**src/rtl/assert_macros.svh**
```systemverilog
// Concurrent check helpers, clocked on clk and quiet in reset.
`ifndef ASSERT_MACROS_SVH
`define ASSERT_MACROS_SVH

// Implication or plain property that must hold at every edge.
`define HTW_ASSERT(lbl, prop, msg) \
	lbl: assert property (@(posedge clk) disable iff (!arst_n) (prop)) else $error(msg);

// Condition that must never be seen.
`define HTW_NEVER(lbl, cond, msg) \
	lbl: assert property (@(posedge clk) disable iff (!arst_n) !(cond)) else $error(msg);

`endif

```
**src/rtl/htw_ram.sv**
```systemverilog
module htw_ram #(
	parameter int WIDTH = 8,
	parameter int DEPTH = 16
) (
	input  logic                     clk,
	input  logic                     we,
	input  logic [$clog2(DEPTH)-1:0] waddr,
	input  logic [WIDTH-1:0]         wdata,
	input  logic [$clog2(DEPTH)-1:0] raddr,
	output logic [WIDTH-1:0]         rdata
);
	logic [WIDTH-1:0] mem [DEPTH];

	always_ff @(posedge clk) begin
		if (we) begin
			mem[waddr] <= wdata;
		end
		rdata <= mem[raddr];
	end
endmodule

```
**config.mk**
```make
export PLATFORM = sky130hd
export DESIGN_NAME = htw_ram
export DESIGN_NICKNAME = d
export VERILOG_FILES = /design/src/rtl/assert_macros.svh /design/src/rtl/htw_ram.sv
export SDC_FILE = /design/constraint.sdc
export NUM_CORES = 1
export LEC_CHECK = 0
export BUFFER_PORTS_ARGS = -buffer_cell sky130_fd_sc_hd__buf_2
export CAP_MARGIN = 5
export CORE_ASPECT_RATIO = 0.9
export CORE_MARGIN = 3
export CORE_UTILIZATION = 54
export CTS_CLUSTER_SIZE = 30
export DETAILED_ROUTE_END_ITERATION = 16
export GPL_TIMING_DRIVEN = 0
export MAX_ROUTING_LAYER = met4
export PLACE_DENSITY_LB_ADDON = 0.3
export REMOVE_ABC_BUFFERS = 1
export SETUP_SLACK_MARGIN = 0.1
export SYNTH_ARGS = -nofsm -noshare
export SYNTH_HDL_FRONTEND = slang
export SYNTH_SLANG_ARGS = --single-unit
```
**constraint.sdc**
```tcl
create_clock -name clk -period 1.59 [get_ports clk]
set_input_delay 0.2385 -clock clk [delete_from_list [all_inputs] [get_ports clk]]
set_output_delay 0.2385 -clock clk [all_outputs]
set_load 0.02 [all_outputs]
```
# Word level (Yosys, flattened, before mapping)
# Memory sizes are Yosys's and may differ from the RTL's. A register that Yosys moved wholly into a read port is not among the register bits.
# Cells that the tools add are included.
[word_totals]
out_inout_bits = 8
elab_cells = 3
reg_bits = 0
mem_count = 1
input_bits = 18
ramBits = 128
[op_classes]
n_mux = 2
[memory_table]
columns = ["memory", "words", "word_bits", "read_ports", "rd_ports_with_merged_regs", "wr", "line_no", "text"]
rows = [
  ["mem", 16, 8, 1, 1, 1, "htw_ram.sv:12", "logic [WIDTH-1:0] mem [DEPTH];"],
]
[op_table]
columns = ["op", "count"]
rows = [
  ["1-bit two-way mux", 2],
]

# Logic depth before layout (Yosys ltp)
[depth]
depth_word = 2
depth_mapped = 5
mapped_depth_nobuf = 3

# Least setup slack after synthesis
# No wires, ideal clock.
[synth_path]
path_type = "input-to-reg"
from = "in waddr[2]"
to = "mem mem[0][0] (enable)"
path_slack_ps = -141
arrival_time_ps = 1348
n_path_buf = 0
t_required_ps = 1207
setup_ps = 383
stages = 2
path_cell_list = "or3b_2 nor3_1"
[synth_rtl]
columns = ["element", "line_no", "text"]
rows = [
  ["from (decl)", "htw_ram.sv:7", "input logic [$clog2(DEPTH)-1:0] waddr,"],
  ["to (decl)", "htw_ram.sv:12", ""],
]
# No word-level cell before the write port.

# Worst setup path after layout
[layout_path]
from = "in waddr[2]"
to = "mem mem[2][7] (enable)"
# No word-level cell before the write port.

==> metrics.txt <==
outcome complete, no violations; critical path class in2reg; FF+latch count, synth 136; gr ovfl total 0; initial antenna violation count 0; FMAX 0.686 GHz; detailed-route via count 2383; sequential cell area fraction in the yosys report 77.8%; Longest Clk Path Bufs 2; Syn Area/Cell 22.5 µm²; highest-count cells in the layout ignoring fill and taps 128 x edfxtp_1, 25 x buf_2, 18 x mux4_2; CP peak stage delay 0.71 ns; Crit Path Max Fanout 8; ratio of cells with drive above 1 in the final layout 28.3%; worst-margin pin slew 0.955 ns; all-layer global routing usage 20.4%; post-detail-place hpwl 5.56 mm; largest net degree at the start of global routing 33; port bufs 25; gate count of the mapped netlist 229; Num CTS Buffers 17; most used routing layer met2; clk_skew 0.0112 ns; TritonCTS clock tree done; # Max-Cap Violations 0; DR WL/cell 24.0 µm; H-tree Lvls 4; CP Launch Type primary input; Post-Syn Area 5150 µm²; DIE WIDTH 109 µm; crit path cell chain buf_2 -> or3b_2 -> nor2_1; filler cell count 621; synth warn 0; Top FF cell, synth edfxtp_1; Final min period 1.46 ns; Cell variety after synth 19; Hold WC Path Type in2reg; Worst setup EP type flop; post-placement cell area 5360 µm²; first-pass detailed-route iteration total 5; setup violators final 0; Clock Latency Late Sink 0.51 ns; met1 Resource Use GR 27.5%; Total Power 0.00836 W; placed cell count 369; via/cell ratio 5.94; final-report max-slew violation count 0; Starting Density 55.9%; clk sinks 136; Rel. slew slack 36.1%; synthesis-to-layout area growth 16.2%; final net count 284; Root Driver clkbuf_8; worst vdd rail ir drop 894 µV; DRC Markers 0; period utilization 91.7%; GR Util met2 30.5%; Layout Cells excl Fill 401; Rows 33; Clk pin slew, worst setup/hold paths 0.06 ns; commonest non-fill, non-tap cell in the layout edfxtp_1; final estimated routing congestion in global placement 0.715; vias in the first global route 2468; antenna viol nets, final 0; 1st-iter DRT viols 229; unrepaired setup endpoints after global routing yes; # diodes 0; die area 10700 µm²; Hold Vio Cnt, Final 0; Post-synth EDFFs 128; Post-Layout Inst Area 5980 µm²; die height 98.6 µm; Ports 26; setup TNS 0 ns; Setup Fix Bufs, Post-CTS 0; final wirelength 9.61 mm; CP max stage cell nor2_1; Arr. time, crit path 1.59 ns; Hold-fix buffers, CTS 0; Critical Path RT 1.72 ns; Pleak 2.00 nW; global-route wire length before repair 14.6 mm; fraction of registers with async set/reset 0%; Core ar. 9210 µm²; WHS 0.108 ns; met3 Usage GRT 6.22%; P per Cell Area 1400 nW/µm²
==> worst max-delay path: cells and delay by family <==
family | cells | cell delay, ns
AND/OR/NAND/NOR | 2 | 1.24
buffers and inverters | 1 | 0.12
==> final timing paths <==
path | start | endpoint | slack [ns] | cells after the start
worst min register to register | mem[15][5] | rdata[5] | 0.68 | 3
worst max register to register | mem[9][2] | rdata[2] | 0.15 | 3
worst min-delay path | wdata[4] | mem[0][4] | 0.11 | 1
worst max-delay path | waddr[2] | mem[2][7] | 0.13 | 3
==> synthesized netlist by cell type, drive strengths merged, types with 2 or more instances <==
master	n	area, µm²
clkdlybuf4s25	3	30.0
buf	7	56.3
nor2	13	48.8
dfxtp	8	160
nand2	9	33.8
a22oi	16	120
edfxtp	128	3840
nand2b	2	12.5
nor3	4	20.0
nand3b	2	15.0
mux4	32	773
==> layer usage <==
metal / wire [µm] / part of all wire [%]
met3: 636 / 6.6
met4: 82 / 0.85
met5: 0 / 0
met2: 4820 / 50
met1: 4080 / 42
==> area by class of cell <==
type	instances	area [µm²]	share of cell area (%)
flip-flops and latches	136	4000	66.9
multi-input cells	83	1070	18.0
clock buffers	18	418	6.99
clock inverters	14	181	3.03
well taps	122	153	2.55
repair buffers	28	151	2.53
==> flip-flops by register name (all words and copies together), names as in the netlist <==
signal,cells
mem,128
rdata,8
==> power breakdown <==
group	total, W	internal (W)	switching, W
Sequential	0.00403	0.00401	0.0000197
Combinational	0.000377	0.000147	0.000231
Clock	0.00395	0.00253	0.00143
==> kinds of logic after synthesis <==
logic type / after synthesis / share of synthesized area, %
DFF: 136 / 77.8
and+or+nand+nor: 35 / 3.18
muxes: 32 / 15.0
AOI/OAI and AO/OA: 16 / 2.33
buffers and inverters: 10 / 1.68
==> stage by stage <==
| stage | setup slack (ns) | utilization [%] |
|---|---|---|
| floorplan | -0.141 | - |
| global placement | -0.769 | 58.0 |
| detailed placement | -0.753 | 58.3 |
| CTS | 0.102 | 64.8 |
| global route | 0.104 | 65.0 |
| finish | 0.132 | 65.0 |
==> timing repair <==
action / CTS / global route
gates resized for setup: 1 / 4
endpoints found under the setup margin: 8 / 15
pin swaps: 0 / 0
gates cloned: 0 / 0
Note: power is estimated with default switching activity, not from simulation.
