[config.mk]
export PLATFORM = sky130hd
export DESIGN_NAME = htw_place
export DESIGN_NICKNAME = d
export VERILOG_FILES = /design/src/rtl/assert_macros.svh /design/src/rtl/htw_pkg.sv /design/src/rtl/htw_place.sv
export SDC_FILE = /design/constraint.sdc
export NUM_CORES = 1
export LEC_CHECK = 0
export ABC_AREA = 1
export BUFFER_PORTS_ARGS = -buffer_cell sky130_fd_sc_hd__buf_2
export CELL_PAD_IN_SITES_DETAIL_PLACEMENT = 1
export CELL_PAD_IN_SITES_GLOBAL_PLACEMENT = 1
export CORE_UTILIZATION = 34
export DETAILED_ROUTE_END_ITERATION = 6
export PLACE_DENSITY_LB_ADDON = 0.1
export SETUP_SLACK_MARGIN = 0.5
export SYNTH_ARGS = -nofsm -noshare
export SYNTH_HDL_FRONTEND = slang
export SYNTH_SLANG_ARGS = --single-unit
[constraint.sdc]
create_clock -name vclk -period 5.2
set_clock_uncertainty 0.2 [all_clocks]
set_input_delay 0.26 -clock vclk [all_inputs]
set_output_delay 0.26 -clock vclk [all_outputs]
set_load 0.01 [all_outputs]
[src/rtl/assert_macros.svh]
// Concurrent check helpers, clocked on clk and quiet in reset.
`ifndef ASSERT_MACROS_SVH
`define ASSERT_MACROS_SVH

// Implication or plain property that must hold at every edge.
`define HTW_ASSERT(lbl, prop, msg) \
	lbl: assert property (@(posedge clk) disable iff (!arst_n) (prop)) else $error(msg);

// Condition that must never be seen.
`define HTW_NEVER(lbl, cond, msg) \
	lbl: assert property (@(posedge clk) disable iff (!arst_n) !(cond)) else $error(msg);

`endif

[src/rtl/htw_pkg.sv]
package htw_pkg;

	localparam int SCAN_STEP = 8;
	localparam logic [31:0] HALF_RANGE = 32'h7FFF_FFFF;

	localparam logic [1:0] ACT_SCHED  = 2'd0;
	localparam logic [1:0] ACT_CANCEL = 2'd1;
	localparam logic [1:0] ACT_TICK   = 2'd2;

	localparam logic [1:0] KIND_ACK  = 2'd0;
	localparam logic [1:0] KIND_EXP  = 2'd1;
	localparam logic [1:0] KIND_TICK = 2'd2;

	typedef enum logic [4:0] {
		S_CLR, S_IDLE, S_SCH_RD, S_SCH_CHK,
		S_UN_RD, S_UN_BK, S_UN_P, S_UN_N,
		S_ARM, S_PL_CALC, S_PL_RD, S_PL_WR, S_PL_LINK,
		S_TICK, S_CAS_RD, S_CAS_CLR, S_CAS_WALK, S_CAS_REC,
		S_EM_RD, S_EM_CLR, S_EM_WALK, S_EM_REC, S_SCAN, S_ACK
	} state_t;

	typedef enum logic [1:0] {R_ACK, R_CAS, R_EM} ret_t;

endpackage

[src/rtl/htw_place.sv]
module htw_place #(
	parameter int SLOTS = 256,
	parameter int LEVELS = 4,
	parameter int BAW = 10
) (
	input  logic [31:0]    now,
	input  logic [31:0]    fire_in,
	input  logic           bump,
	output logic [31:0]    fire,
	output logic [BAW-1:0] bucket,
	output logic           level0
);
	import htw_pkg::*;

	localparam int SB = $clog2(SLOTS);
	localparam int LVW = (LEVELS > 1) ? $clog2(LEVELS) : 1;

	logic [31:0] f;
	logic [63:0] el64;
	logic [63:0] f64;
	logic [LVW-1:0] lv;
	logic [SB-1:0] slot;

	always_comb begin
		f = fire_in;
		if ((fire_in - now) > HALF_RANGE) begin
			f = now;
		end
		if (bump && f == now) begin
			f = now + 32'd1;
		end
		el64 = {32'd0, f - now};
		f64 = {32'd0, f};
		// top level takes whatever no lower level holds
		lv = LVW'(LEVELS - 1);
		slot = SB'(f64 >> (SB * (LEVELS - 1)));
		for (int l = LEVELS - 2; l >= 0; l--) begin
			if ((el64 >> (SB * (l + 1))) == 64'd0) begin
				lv = LVW'(l);
				slot = SB'(f64 >> (SB * l));
			end
		end
	end

	assign fire = f;
	assign bucket = {lv, slot};
	assign level0 = (lv == '0);
endmodule
==> summary.md, run 1 <==
| Metric | Value |
|---|---|
| Status | stopped before the end |
| Stage reached | global routing (5_1_grt) |
| Stop err | [ERROR GRT-0232] Routing congestion too high. Check the congestion heatmap in the GUI. |
| Worst EP post-GRT repair | bucket[7] |
| Cell count after synthesis | 1070 |
| Area share of the largest cell type after synthesis | 22.4% |
| Distinct cell type count after synthesis | 37 |
| CTS hold repair buffers | 0 |
| Ys Warns | 0 |
| Top post-synthesis cells by area | nand2_1, ha_1, inv_1 |
| Initial core utilization | 35.0% |
| Synthesized Nets | 1197 |
| Detail Placement HPWL | 25600 microns |
| Pin count of the biggest net entering global routing | 29 |
| Most common cell in the netlist | nand2_1 |
| Worst endpoint type | output port |
| FP Rows | 45 |
| # port buffers | 108 |
| All-layer global routing usage | 85.7% |
| Die X-Extent | 127 microns |
| Die H | 127 microns |
| Mean Syn Cell Area | 4.97 sq um |
| Placed cell areas | 8630 sq um |
| Netlist Area Pre-Place | 5320 sq um |
| I/O Pins | 108 |
| RePlAce Congestion | 0.947 |
| Area leader, netlist | nand2_1 |
| GRT Residual Overflow | 556 |
| Post-synthesis sequential area ratio | 0% |
| Most common library cells after synthesis | nand2_1, inv_1, nor2_1, nand3_1, o21ai_0 |
==> logic make-up after synthesis <==
family	count (synthesis)	share of synthesized area (%)
xor+xnor	22	3.63
compound gates	162	16.4
fa+ha+maj	62	14.6
mux	4	0.753
buf+inv	198	14.6
simple gates	622	50.1
==> per-stage QoR <==
stage | setup TNS [ps] | cells | setup WS [ps] | utilization (%) | hold WS, ps
after CTS | -11010 | 1653 | -1050 | 58.8 | 986
after detailed placement | -12370 | 1643 | -1180 | 56.8 | 983
after global placement | -10120 | 1643 | -984 | 56.8 | 980
after floorplan | 0 | 1070 | 3.59 | - | 509
==> layer usage <==
| layer | track usage, % | overflow |
|---|---|---|
| met1 | 80.4 | 7 |
| met2 | 110 | 385 |
| met3 | 62.2 | 6 |
| met4 | 102 | 157 |
| met5 | 21.4 | 1 |
==> what timing repair did <==
item / in CTS
setup endpoints to repair: 11
pin swaps: 26
cloned: 1
gates resized for setup: 57
buffers inserted: 9
==> inputs of run 2 (changes only) <==
--- a/config.mk
+++ b/config.mk
@@ -7,12 +7,9 @@
 export LEC_CHECK = 0
 export ABC_AREA = 1
 export BUFFER_PORTS_ARGS = -buffer_cell sky130_fd_sc_hd__buf_2
-export CELL_PAD_IN_SITES_DETAIL_PLACEMENT = 1
-export CELL_PAD_IN_SITES_GLOBAL_PLACEMENT = 1
-export CORE_UTILIZATION = 34
+export CORE_UTILIZATION = 30
 export DETAILED_ROUTE_END_ITERATION = 6
-export PLACE_DENSITY_LB_ADDON = 0.1
-export SETUP_SLACK_MARGIN = 0.5
+export PLACE_DENSITY_LB_ADDON = 0.15
 export SYNTH_ARGS = -nofsm -noshare
 export SYNTH_HDL_FRONTEND = slang
 export SYNTH_SLANG_ARGS = --single-unit
==> constraint.sdc (replaced) <==
create_clock -name vclk -period 6.8
set_clock_uncertainty 0.2 [all_clocks]
set_input_delay 0.34 -clock vclk [all_inputs]
set_output_delay 0.34 -clock vclk [all_outputs]
set_load 0.01 [all_outputs]
==> summary.md, run 2 <==
| Metric | Value |
|---|---|
| Status | finished clean |
| Starting DRT DRC Count | 415 |
| Final Util | 41.6% |
| Most common library cells after synthesis | nand2_1, inv_1, nor2_1, nand3_1, o21ai_0 |
| CTS hold repair buffers | 0 |
| Die X-Extent | 135 microns |
| Via density | 5.10 |
| Worst hold path class | in -> out |
| ANT cells | 0 |
| Maximum achievable frequency | 155 MHz |
| Fin Hold WS | 1020 ps |
| Switching share of power | 63.0% |
| Period minus WS final | 6460 ps |
| Rel. slew slack | 62.5% |
| Initial antenna violation count | 0 |
| Max stage delay cell, worst path | ha_1 |
| FP Rows | 48 |
| WL/cell | 15.7 microns |
| HP Start | now[2] |
| Vias in the first global route | 6481 |
| # placed instances | 1430 |
| Distinct cell type count after synthesis | 37 |
| Worst Path Required | 6260 ps |
| Post-synthesis sequential area ratio | 0% |
| Seq pwr share | 0% |
| Multiplexer area fraction after synthesis | 0.753% |
| Die area | 18300 sq um |
| Most frequent cells in the layout | nand2_1, inv_1, nand3_1 |
| Max incr delay on CP | 300 ps |
| Top post-synthesis cells by area | nand2_1, ha_1, inv_1 |
| Most common cell after layout, fill and taps aside | nand2_1 |
| WP data arrival | 5920 ps |
| Share of cells above drive strength 1 | 23.9% |
| Critical Path Start Type | input port |
| Most used cell, CP | nand2_1 |
| All-layer global routing usage | 24.1% |
| Crit. End Element | output port |
| Fin crit share | 95.0% |
| Simple-Gate Fraction of Synth Area | 50.1% |
| DR DRC count | 0 |
| Cell count after synthesis | 1070 |
| Pin count of the biggest net entering global routing | 36 |
| First-pass GRT wire length | 34400 microns |
| Tightest Pin Transition | 557 ps |
| Psw | 0.000649 W |
| Netlist Area Pre-Place | 5320 sq um |
| Drt total wl | 23000 microns |
| Synth Area in XOR/XNOR | 3.63% |
| Area share of the largest cell type after synthesis | 22.4% |
| Initial core utilization | 30.7% |
| Wire length on met3 | 1380 microns |
| Min-Delay Endpoint | fire[2] |
| PD cells | 143 nW/um^2 |
| Most common cell in the netlist | nand2_1 |
| Compound-Gate Fraction of Synth Area | 16.4% |
| Setup Crit Path Kind | in -> out |
| Final hold vios | 0 |
| DR WL met2 | 10800 microns |
| Wl on met1 | 10600 microns |
| Critical Path Fanout Max | 17 |
| # clk buffers | 0 |
| Core area | 17300 sq um |
| Syn-to-layout area delta | 35.3% |
| Clock power frac | 0% |
| Fin cells | 1461 |
| Mean Syn Cell Area | 4.97 sq um |
| RePlAce Congestion | 0.969 |
| Detail Route Antenna Nets | 0 |
| Placed cell areas | 6430 sq um |
| Area leader, netlist | nand2_1 |
| Largest family of logic cells by synthesized area | simple AND/OR/NAND/NOR gates |
| Detail Placement HPWL | 19500 microns |
| # port buffers | 108 |
| Synthesized Nets | 1197 |
| GRT Residual Overflow | 0 |
| Die H | 135 microns |
| Filler Cell Count | 2030 |
| Highest layer used for signal routing | met4 |
| WHS Path Cells | 5 |
| Setup_tns | 0 ps |
| Slew Limit Fails | 0 |
| Endpoints failing setup | 0 |
| Adder-Cell Fraction of Synth Area | 14.6% |
| Lkg Pwr | 3.75 nW |
| Register cell area after layout | 0 sq um |
| TritonRoute pass-1 iters | 7 |
| Design area | 7190 sq um |
| Ys Warns | 0 |
| Max IR drop VDD | 0.0000551 V |
| Comb pwr share | 100.0% |
| Num sequential | 0 |
| I/O Pins | 108 |
| Routed vias | 7456 |
| Maximum Capacitance Violations | 0 |
| Layout net count | 1365 |
| Cell internal pwr | 0.000382 W |
[run 2: cell counts after synthesis]
Identical to the previous run, type by type.
[run 2: routing by layer]
| layer | vias to the layer above | track usage [%] |
|---|---|---|
| li1 | 3820 | - |
| met1 | 3339 | 32.5 |
| met2 | 277 | 43.0 |
| met3 | 20 | 1.13 |
| met4 | 0 | 2.81 |
| met5 | - | 0 |
[run 2: power by group through the flow]
| stage | combinational (W) | sequential (W) | clock, W |
|---|---|---|---|
| after floorplan | 0.000568 | 0 | 0 |
| after global placement | 0.000888 | 0 | 0 |
| after detailed placement | 0.000882 | 0 | 0 |
| after CTS | 0.000911 | 0 | 0 |
| after global routing | 0.00113 | 0 | 0 |
| final | 0.00103 | 0 | 0 |
[run 2: final cells by class]
class              instances  area [sq um]  share of cell area (%)
multi-input cells        873          4970                    69.2
repair buffers           188          1280                    17.7
well taps                225           282                    3.91
inverters                175           661                    9.18
[run 2: cells by family after synthesis]
group           Yosys count
compound gates          162
simple gates            622
buf+inv                 198
fa+ha+maj                62
mux                       4
xor+xnor                 22
[run 2: worst max-delay path by stage]
stage | depth (start not counted) | endpoint | slack [ps] | start
after floorplan | 48 | bucket[6] | 740 | now[11]
after global placement | 46 | bucket[0] | -270 | now[13]
after detailed placement | 45 | bucket[6] | -240 | now[13]
after CTS | 47 | bucket[1] | 40 | now[13]
after global routing | 50 | bucket[7] | -60 | now[17]
final | 47 | bucket[7] | 340 | now[13]
[run 2: timing repair]
| action | in CTS | in global routing |
|---|---|---|
| resized for setup | 15 | 110 |
| pin swaps | 4 | 22 |
| setup endpoints to repair | 9 | 11 |
| gates cloned | 1 | 2 |
| buffers inserted | 4 | 24 |
[run 2: worst max-delay path: cells and delay by family]
kind	cells	cell delay [ps]
simple gates	29	2770
buf+inv	11	1350
compound gates	5	850
fa+ha+maj	2	600
[run 2: per-stage QoR]
| step | power, W | setup WS, ps |
|---|---|---|
| 5_1_grt | 0.00113 | -59.9 |
| 4_1_cts | 0.000911 | 36.1 |
| 3_5_place_dp | 0.000882 | -236 |
| 6_report | 0.00103 | 343 |
| 3_3_place_gp | 0.000888 | -274 |
| 2_1_floorplan | 0.000568 | 743 |
(Power assumes the default switching activity.)
